===== config.mk =====
export PLATFORM = sky130hd
export DESIGN_NAME = prime_count_and_sum_in_range_core_flat
export DESIGN_NICKNAME = d
export VERILOG_FILES = /design/src/rtl/pcs_pkg.sv /design/src/rtl/pcs_if.sv /design/src/rtl/prime_count_and_sum_in_range_core.sv /design/src/rtl/pcs_rem_serial.sv /design/src/rtl/pcs_prime_test.sv /design/src/flat_wrapper.sv
export SDC_FILE = /design/constraint.sdc
export NUM_CORES = 1
export LEC_CHECK = 0
export ABC_AREA = 0
export BUFFER_PORTS_ARGS = -buffer_cell sky130_fd_sc_hd__buf_2
export CAP_MARGIN = 40
export CORE_MARGIN = 1
export CORE_UTILIZATION = 59
export CTS_BUF_LIST = sky130_fd_sc_hd__clkbuf_4 sky130_fd_sc_hd__clkbuf_8
export DETAILED_ROUTE_END_ITERATION = 16
export GPL_TIMING_DRIVEN = 0
export PLACE_DENSITY_LB_ADDON = 0.3
export RECOVER_POWER = 25
export SLEW_MARGIN = 10
export SYNTH_ARGS = -nofsm -noshare
export SYNTH_HDL_FRONTEND = slang
export SYNTH_SLANG_ARGS = --single-unit

===== constraint.sdc =====
create_clock -name clk -period 4.1 [get_ports clk]
set_input_delay 0 -clock clk [delete_from_list [all_inputs] [get_ports clk]]
set_output_delay 0 -clock clk [all_outputs]
set_load 0.01 [all_outputs]

===== src/rtl/pcs_pkg.sv =====
// ----------------------------------------------------------------------------
// Prime count and sum package
// Field widths, result limits and the status bundle shared by the modules.
// ----------------------------------------------------------------------------
package pcs_pkg;

  // Widths of the transaction fields.
  localparam int IN_W    = 16;
  localparam int COUNT_W = 13;
  localparam int SUM_W   = 28;

  // Results saturate at these values.
  localparam logic [COUNT_W-1:0] COUNT_MAX = {COUNT_W{1'b1}};
  localparam logic [SUM_W-1:0]   SUM_MAX   = {SUM_W{1'b1}};

  // Smallest prime, also the first trial divisor.
  localparam int FIRST_DIVISOR = 2;

  // Completion status of a multi-cycle unit: a one-cycle done pulse and its
  // single-bit answer.
  typedef struct packed {
    logic done;
    logic flag;
  } pcs_stat_t;

endpackage


===== src/rtl/pcs_if.sv =====
// ----------------------------------------------------------------------------
// Prime count and sum channel interfaces
// Valid/ready channels for the range transaction and the result transaction.
// ----------------------------------------------------------------------------
interface pcs_in_if;
  logic                     valid;
  logic                     ready;
  logic [pcs_pkg::IN_W-1:0] range_low;
  logic [pcs_pkg::IN_W-1:0] range_high;

  modport source (output valid, output range_low, output range_high, input ready);
  modport sink   (input valid, input range_low, input range_high, output ready);
endinterface

interface pcs_out_if;
  logic                        valid;
  logic                        ready;
  logic [pcs_pkg::COUNT_W-1:0] prime_count;
  logic [pcs_pkg::SUM_W-1:0]   prime_sum;

  modport source (output valid, output prime_count, output prime_sum, input ready);
  modport sink   (input valid, input prime_count, input prime_sum, output ready);
endinterface


===== src/rtl/prime_count_and_sum_in_range_core.sv =====
// ----------------------------------------------------------------------------
// Prime count and sum over a closed range
// Walks every value of the range, tests it by trial division and accumulates
// the number of primes and their sum.
// ----------------------------------------------------------------------------
// One range transaction gives one result transaction. Both bounds are taken
// modulo 2^VALUE_BITS; a lower bound above the upper bound gives zero and
// zero. Otherwise the range walker steps each value through ST_TEST and
// ST_WAIT, and a value of two or more adds a divisor check and a trial
// division per divisor tried. A prime v tries every divisor from 2 to
// floor(sqrt(v)). The run time is set by the single bit-serial remainder
// unit, which resolves one dividend bit per cycle and serves the whole
// range in turn. A new range is taken once the previous result sits in the
// output register; a result not yet taken holds the next one back. The
// count saturates at 8191 and the sum at 2^28 - 1, which only larger
// VALUE_BITS can reach.
module prime_count_and_sum_in_range_core #(
  parameter int VALUE_BITS = 16
) (
  input  logic      clk,
  input  logic      rst_n,
  pcs_in_if.sink    in_ch,
  pcs_out_if.source out_ch
);

  localparam int W = VALUE_BITS;

  typedef enum logic [1:0] {
    ST_IDLE,
    ST_TEST,
    ST_WAIT,
    ST_FINISH
  } state_t;

  state_t                      state_r, state_nxt;
  logic                        out_valid_r, out_valid_nxt;
  logic [pcs_pkg::COUNT_W-1:0] out_count_r, out_count_nxt;
  logic [pcs_pkg::SUM_W-1:0]   out_sum_r, out_sum_nxt;
  logic [W-1:0]                val_r, val_nxt;
  logic [W-1:0]                hi_r, hi_nxt;
  logic [pcs_pkg::COUNT_W-1:0] count_r, count_nxt;
  logic [pcs_pkg::SUM_W-1:0]   sum_r, sum_nxt;

  logic [W-1:0]                lo_w;
  logic [W-1:0]                hi_w;
  logic [pcs_pkg::SUM_W:0]     sum_add;
  logic                        test_start;
  pcs_pkg::pcs_stat_t          test_stat;

  // Bounds reduced to the value width.
  assign lo_w = W'(in_ch.range_low);
  assign hi_w = W'(in_ch.range_high);

  assign sum_add    = {1'b0, sum_r} + (pcs_pkg::SUM_W + 1)'(val_r);
  assign test_start = (state_r == ST_TEST);

  pcs_prime_test #(
    .W (W)
  ) u_test (
    .clk   (clk),
    .rst_n (rst_n),
    .start (test_start),
    .value (val_r),
    .stat  (test_stat)
  );

  // Range walker and output register.
  always_comb begin
    state_nxt     = state_r;
    out_valid_nxt = out_valid_r;
    out_count_nxt = out_count_r;
    out_sum_nxt   = out_sum_r;
    val_nxt       = val_r;
    hi_nxt        = hi_r;
    count_nxt     = count_r;
    sum_nxt       = sum_r;
    if (out_valid_r && out_ch.ready) begin
      out_valid_nxt = 1'b0;
    end
    case (state_r)
      ST_IDLE: begin
        if (in_ch.valid) begin
          val_nxt   = lo_w;
          hi_nxt    = hi_w;
          count_nxt = '0;
          sum_nxt   = '0;
          state_nxt = (lo_w > hi_w) ? ST_FINISH : ST_TEST;
        end
      end
      ST_TEST: begin
        state_nxt = ST_WAIT;
      end
      ST_WAIT: begin
        if (test_stat.done) begin
          if (test_stat.flag) begin
            if (count_r != pcs_pkg::COUNT_MAX) begin
              count_nxt = count_r + 1'b1;
            end
            sum_nxt = sum_add[pcs_pkg::SUM_W] ? pcs_pkg::SUM_MAX
                                               : sum_add[pcs_pkg::SUM_W-1:0];
          end
          // The upper bound may be the largest value, so stop before stepping.
          if (val_r == hi_r) begin
            state_nxt = ST_FINISH;
          end else begin
            val_nxt   = val_r + 1'b1;
            state_nxt = ST_TEST;
          end
        end
      end
      ST_FINISH: begin
        if (!out_valid_r || out_ch.ready) begin
          out_valid_nxt = 1'b1;
          out_count_nxt = count_r;
          out_sum_nxt   = sum_r;
          state_nxt     = ST_IDLE;
        end
      end
      default: begin
        state_nxt = ST_IDLE;
      end
    endcase
  end

  always_ff @(posedge clk) begin
    if (!rst_n) begin
      state_r     <= ST_IDLE;
      out_valid_r <= 1'b0;
    end else begin
      state_r     <= state_nxt;
      out_valid_r <= out_valid_nxt;
    end
    out_count_r <= out_count_nxt;
    out_sum_r   <= out_sum_nxt;
    val_r       <= val_nxt;
    hi_r        <= hi_nxt;
    count_r     <= count_nxt;
    sum_r       <= sum_nxt;
  end

  assign in_ch.ready        = (state_r == ST_IDLE);
  assign out_ch.valid       = out_valid_r;
  assign out_ch.prime_count = out_count_r;
  assign out_ch.prime_sum   = out_sum_r;

endmodule


===== src/rtl/pcs_rem_serial.sv =====
// ----------------------------------------------------------------------------
// Bit-serial remainder unit
// Restoring division, one dividend bit per cycle; reports whether the
// remainder is zero.
// ----------------------------------------------------------------------------
module pcs_rem_serial #(
  parameter int W = 16
) (
  input  logic              clk,
  input  logic              rst_n,
  input  logic              start,
  input  logic [W-1:0]      dividend,
  input  logic [W-1:0]      divisor,
  output pcs_pkg::pcs_stat_t stat
);

  localparam int CNT_W = $clog2(W + 1);

  logic             busy_r, busy_nxt;
  logic             done_r, done_nxt;
  logic             zero_r, zero_nxt;
  logic [CNT_W-1:0] cnt_r, cnt_nxt;
  logic [W-1:0]     rem_r, rem_nxt;
  logic [W-1:0]     dvd_r, dvd_nxt;
  logic [W-1:0]     dsr_r, dsr_nxt;

  logic [W:0]       trial;
  logic [W:0]       diff;
  logic [W-1:0]     rem_step;

  // One restoring step: bring in the next dividend bit, subtract if it fits.
  always_comb begin
    trial    = {rem_r, dvd_r[W-1]};
    diff     = trial - {1'b0, dsr_r};
    rem_step = (trial >= {1'b0, dsr_r}) ? diff[W-1:0] : trial[W-1:0];
  end

  always_comb begin
    busy_nxt = busy_r;
    done_nxt = 1'b0;
    zero_nxt = zero_r;
    cnt_nxt  = cnt_r;
    rem_nxt  = rem_r;
    dvd_nxt  = dvd_r;
    dsr_nxt  = dsr_r;
    if (busy_r) begin
      rem_nxt = rem_step;
      dvd_nxt = {dvd_r[W-2:0], 1'b0};
      cnt_nxt = cnt_r - 1'b1;
      if (cnt_r == CNT_W'(1)) begin
        busy_nxt = 1'b0;
        done_nxt = 1'b1;
        zero_nxt = (rem_step == '0);
      end
    end else if (start) begin
      busy_nxt = 1'b1;
      rem_nxt  = '0;
      dvd_nxt  = dividend;
      dsr_nxt  = divisor;
      cnt_nxt  = CNT_W'(W);
    end
  end

  always_ff @(posedge clk) begin
    if (!rst_n) begin
      busy_r <= 1'b0;
      done_r <= 1'b0;
      cnt_r  <= '0;
    end else begin
      busy_r <= busy_nxt;
      done_r <= done_nxt;
      cnt_r  <= cnt_nxt;
    end
    zero_r <= zero_nxt;
    rem_r  <= rem_nxt;
    dvd_r  <= dvd_nxt;
    dsr_r  <= dsr_nxt;
  end

  assign stat.done = done_r;
  assign stat.flag = zero_r;

endmodule


===== src/rtl/pcs_prime_test.sv =====
// ----------------------------------------------------------------------------
// Trial-division primality tester
// Steps divisors from two while the divisor squared stays within the value
// and runs each division on the bit-serial remainder unit.
// ----------------------------------------------------------------------------
module pcs_prime_test #(
  parameter int W = 16
) (
  input  logic               clk,
  input  logic               rst_n,
  input  logic               start,
  input  logic [W-1:0]       value,
  output pcs_pkg::pcs_stat_t stat
);

  typedef enum logic [1:0] {
    ST_IDLE,
    ST_CHECK,
    ST_DIV
  } state_t;

  localparam logic [W-1:0] FIRST_D  = W'(pcs_pkg::FIRST_DIVISOR);
  localparam logic [W:0]   FIRST_SQ =
    (W + 1)'(pcs_pkg::FIRST_DIVISOR * pcs_pkg::FIRST_DIVISOR);

  state_t       state_r, state_nxt;
  logic         done_r, done_nxt;
  logic         prime_r, prime_nxt;
  logic [W-1:0] val_r, val_nxt;
  logic [W-1:0] d_r, d_nxt;
  logic [W:0]   sq_r, sq_nxt;

  logic               sq_over;
  logic               div_start;
  pcs_pkg::pcs_stat_t div_stat;

  // Once the divisor squared passes the value, no factor is left to find.
  assign sq_over   = (sq_r > {1'b0, val_r});
  assign div_start = (state_r == ST_CHECK) && !sq_over;

  pcs_rem_serial #(
    .W (W)
  ) u_rem (
    .clk      (clk),
    .rst_n    (rst_n),
    .start    (div_start),
    .dividend (val_r),
    .divisor  (d_r),
    .stat     (div_stat)
  );

  always_comb begin
    state_nxt = state_r;
    done_nxt  = 1'b0;
    prime_nxt = prime_r;
    val_nxt   = val_r;
    d_nxt     = d_r;
    sq_nxt    = sq_r;
    case (state_r)
      ST_IDLE: begin
        if (start) begin
          val_nxt = value;
          d_nxt   = FIRST_D;
          sq_nxt  = FIRST_SQ;
          // Zero and one are not prime.
          if (value < FIRST_D) begin
            done_nxt  = 1'b1;
            prime_nxt = 1'b0;
          end else begin
            state_nxt = ST_CHECK;
          end
        end
      end
      ST_CHECK: begin
        if (sq_over) begin
          done_nxt  = 1'b1;
          prime_nxt = 1'b1;
          state_nxt = ST_IDLE;
        end else begin
          state_nxt = ST_DIV;
        end
      end
      ST_DIV: begin
        if (div_stat.done) begin
          if (div_stat.flag) begin
            done_nxt  = 1'b1;
            prime_nxt = 1'b0;
            state_nxt = ST_IDLE;
          end else begin
            // (d+1)^2 = d^2 + 2d + 1
            d_nxt     = d_r + 1'b1;
            sq_nxt    = sq_r + {d_r, 1'b0} + 1'b1;
            state_nxt = ST_CHECK;
          end
        end
      end
      default: begin
        state_nxt = ST_IDLE;
      end
    endcase
  end

  always_ff @(posedge clk) begin
    if (!rst_n) begin
      state_r <= ST_IDLE;
      done_r  <= 1'b0;
    end else begin
      state_r <= state_nxt;
      done_r  <= done_nxt;
    end
    prime_r <= prime_nxt;
    val_r   <= val_nxt;
    d_r     <= d_nxt;
    sq_r    <= sq_nxt;
  end

  assign stat.done = done_r;
  assign stat.flag = prime_r;

endmodule


===== src/flat_wrapper.sv =====
// flat-port wrapper written by rule: the top's interface ports become plain ports
module prime_count_and_sum_in_range_core_flat 
#(
  parameter int VALUE_BITS = 16
)
  (clk, rst_n, in_ch_valid, in_ch_range_low, in_ch_range_high, in_ch_ready, out_ch_valid, out_ch_prime_count, out_ch_prime_sum, out_ch_ready);
  pcs_in_if in_ch_i ();
  pcs_out_if out_ch_i ();
  input  logic clk;
  input  logic rst_n;
  input wire logic [$bits(in_ch_i.valid)-1:0] in_ch_valid;
  input wire logic [$bits(in_ch_i.range_low)-1:0] in_ch_range_low;
  input wire logic [$bits(in_ch_i.range_high)-1:0] in_ch_range_high;
  output wire logic [$bits(in_ch_i.ready)-1:0] in_ch_ready;
  output wire logic [$bits(out_ch_i.valid)-1:0] out_ch_valid;
  output wire logic [$bits(out_ch_i.prime_count)-1:0] out_ch_prime_count;
  output wire logic [$bits(out_ch_i.prime_sum)-1:0] out_ch_prime_sum;
  input wire logic [$bits(out_ch_i.ready)-1:0] out_ch_ready;
  assign in_ch_i.valid = in_ch_valid;
  assign in_ch_i.range_low = in_ch_range_low;
  assign in_ch_i.range_high = in_ch_range_high;
  assign in_ch_ready = in_ch_i.ready;
  assign out_ch_valid = out_ch_i.valid;
  assign out_ch_prime_count = out_ch_i.prime_count;
  assign out_ch_prime_sum = out_ch_i.prime_sum;
  assign out_ch_i.ready = out_ch_ready;
  prime_count_and_sum_in_range_core #(.VALUE_BITS(VALUE_BITS)) u_core (.clk(clk), .rst_n(rst_n), .in_ch(in_ch_i), .out_ch(out_ch_i));
endmodule

==> run metrics <==
Net Sw Power=1.51 mW; Final Max Slew Viols=0; area delta synth->final=15.2%; Period minus WS final=3690 ps; met2 usage=0.446; Remaining Overflow, GRT=0; CP Max Fanout=11; hold path cells=2; Worst setup EP type=flop; ratio of cells with drive above 1 in the final layout=0.0947; Cells after Synth=1124; dpl hpwl=19.0 mm; Diodes inserted=0; Place WS=413 ps; Slew HR=0.464; drt initial violations=648; final period utilization=0.899; CTS tree=yes; Seq cells post-synth=226; max-cap violations=0; Max Clock Freq=271 MHz; GRT Util Overall=0.263; status=completed; largest net degree at the start of global routing=33; crit path kind=reg -> reg; ys async rst share=0; hold path start=in_ch_range_high[11]; Setup WS post-layout=413 ps; P_int=4.10 mW; Post-CTS Setup Bufs=0; routing usage on met1=0.330; RSZ-0062 raised after global routing=no; Comb pwr share=0.149; startpoint types=flop; Critical R2R Launch=u_core.u_test.sq_r[10]; grt peak-use layer=met2; Clk pin slew, worst setup/hold paths=60 ps; Warnings, synthesis=0; DR WL/cell=17.5 µm; initial antenna violation count=0; drt pass-1 iters=6; GP Congestion=0.947; clock skew=20.4 ps; drt via density=5.88; DIE HEIGHT=147 µm; Clock Path Buffers=3; peak supply drop=0.209 mV; Hold Path Class=in -> reg; number of top-level pins=79; Post-Syn Nets=1247; Hold Fails Final Rpt=0; R2R Path End=u_core.u_test.u_rem.dsr_r[10]; FF-to-FF setup slack=410 ps; Sw Ratio=0.269; Pwr Density=394 mW/mm²; sequential share of the synthesized area=0.538; Yosys top cell by area=edfxtp_1; die width=147 µm; port bufs=77; CTS Buf Count=38; Rows=52; first-pass GRT wire length=44.7 mm; R2R cell count=10; Synth top area share=0.516; Nets=1404; crit path DAT=3920 ps; setup_tns=0 ps; CTS sink count=226; Flop pwr share=0.505; Initial Utilization=0.606; Hold Crit Endpoint=u_core.hi_r[11]; final wirelength=27.6 mm; syn_area_per_cell=11.0 µm²; worst-skew pair later-pin latency=540 ps; core area=0.0204 mm²; GR Util met3=0.0478; DRT antenna net count=0; vias in the first global route=9034; Main synth FF type=edfxtp_1; post-route DRC violation count=0; Netlist cell types=64; via count=9280; Placement Cell Area=0.0132 mm²; Static Leak=5.47 nW; design area=0.0142 mm²; clk root buf=clkbuf_8; Core Util, Final=0.699; die area=0.0215 mm²; power share of the clock group=0.347; htree depth=2; Mapped Area=0.0123 mm²; largest cells by area after synthesis=edfxtp_1, ha_1, xor2_1; # fillers=1486; Worst EP required=4330 ps; Finish-stage setup viols=0; Post-synth EDFFs=212; Pwr Total=5.61 mW; worst slew pin tran=800 ps
## stage by stage
stage / cells / hold WS, ps
floorplan: 1124 / 98.9
global route: 1579 / 178
finish: 1579 / 191
CTS: 1579 / 165
detailed placement: 1476 / 194
global placement: 1471 / 195
## synthesized netlist by cell type, types with 8 or more instances
master    number
edfxtp_1     212
nand2_1       96
nor2_1        86
ha_1          84
inv_1         75
a21oi_1       69
o21ai_0       66
xor2_1        50
xnor2_1       41
nand3_1       40
clkbuf_1      27
nor3_1        25
and3_1        23
nor2b_1       23
a21o_1        14
dfxtp_1       14
nand4_1       14
a31oi_1       12
nand2b_1      11
nor4_1        11
o21a_1        11
and2_1        10
a211oi_1       9
mux2i_1        8
## flip-flops by register name (all words and copies together) (netlist names), 5 cells and up
| name | cells |
|---|---|
| u_core.out_ch.prime_count | 13 |
| u_core.hi_r | 16 |
| u_core.u_test.sq_r | 17 |
| u_core.u_test.u_rem.dsr_r | 16 |
| u_core.out_ch.prime_sum | 28 |
| u_core.u_test.val_r | 16 |
| u_core.u_test.u_rem.dvd_r | 16 |
| u_core.u_test.d_r | 16 |
| u_core.u_test.u_rem.rem_r | 16 |
| u_core.count_r | 13 |
| u_core.u_test.u_rem.cnt_r | 5 |
| u_core.val_r | 16 |
| u_core.sum_r | 28 |
## how the worst max path moves through the flow
stage | from | to | slack [ps]
final | u_core.u_test.sq_r[10] | u_core.u_test.u_rem.dsr_r[10] | 410
after global routing | u_core.u_test.sq_r[10] | u_core.u_test.u_rem.dsr_r[10] | 240
after CTS | u_core.u_test.sq_r[10] | u_core.u_test.u_rem.dsr_r[10] | 400
after detailed placement | u_core.u_test.sq_r[10] | u_core.u_test.u_rem.dsr_r[4] | 410
after global placement | u_core.u_test.sq_r[14] | u_core.u_test.u_rem.dsr_r[2] | 200
after floorplan | u_core.u_test.sq_r[10] | u_core.u_test.u_rem.dsr_r[0] | 790
## area by class of cell
class | count | area, µm² | area share
buffer | 33 | 138 | 0.00967
clock buffer | 54 | 668 | 0.0470
clock inverter | 14 | 67.6 | 0.00475
inverter | 76 | 285 | 0.0201
multi-input combinational | 789 | 5310 | 0.373
sequential | 226 | 6650 | 0.467
tap | 270 | 338 | 0.0237
timing repair buffer | 117 | 773 | 0.0544
## routing by layer
metal / up-vias / wire length (µm)
met1: 4429 / 11400
met5: - / 0
met2: 346 / 13600
met3: 71 / 1700
li1: 4434 / -
met4: 0 / 911
## placed cells by master (no fill, tap or decap), drive strengths merged, types with 35 or more instances in the layout
cell | netlist | routed
xnor2 | 41 | 41
inv | 76 | 78
dlygate4sd3 | 0 | 35
ha | 84 | 84
nand2 | 96 | 96
nor2 | 87 | 87
o21ai | 67 | 67
nand3 | 40 | 40
xor2 | 50 | 50
clkbuf | 27 | 123
a21oi | 69 | 69
buf | 6 | 46
edfxtp | 212 | 212
## power groups by stage
| stage | combinational (mW) | sequential [mW] | clock (mW) |
|---|---|---|---|
| 2_1_floorplan | 0.591 | 2.83 | 0 |
| 3_3_place_gp | 0.749 | 2.87 | 0 |
| 3_5_place_dp | 0.790 | 2.87 | 0 |
| 4_1_cts | 0.822 | 2.83 | 1.98 |
| 5_1_grt | 0.929 | 2.84 | 2.06 |
| 6_report | 0.835 | 2.83 | 1.94 |
## cell families (layout without fill, tap and decap cells)
| group | after synthesis | in the layout | synth area share |
|---|---|---|---|
| fa+ha+maj | 87 | 87 | 0.0900 |
| mux | 8 | 8 | 0.00649 |
| simple gates | 371 | 371 | 0.149 |
| flops | 226 | 226 | 0.538 |
| xor+xnor | 91 | 91 | 0.0646 |
| compound gates | 232 | 232 | 0.118 |
| buf+inv | 109 | 294 | 0.0343 |
## critical path, stage by stage (launching register included)
cell and delay [ps]:
edfxtp_1 460, ha_1 360, a21o_1 180, a21o_1 170, a21oi_1 120, o21ai_0 150
or4b_1 540, o21ai_2 350, buf_2 300, nor2b_1 470, buf_4 290
## what timing repair did
| item | in CTS | in global routing |
|---|---|---|
| hold endpoints to repair | 40 | 0 |
| gates resized for setup | 0 | 0 |
| hold buffers | 35 | 0 |
(Power assumes the default switching activity.)
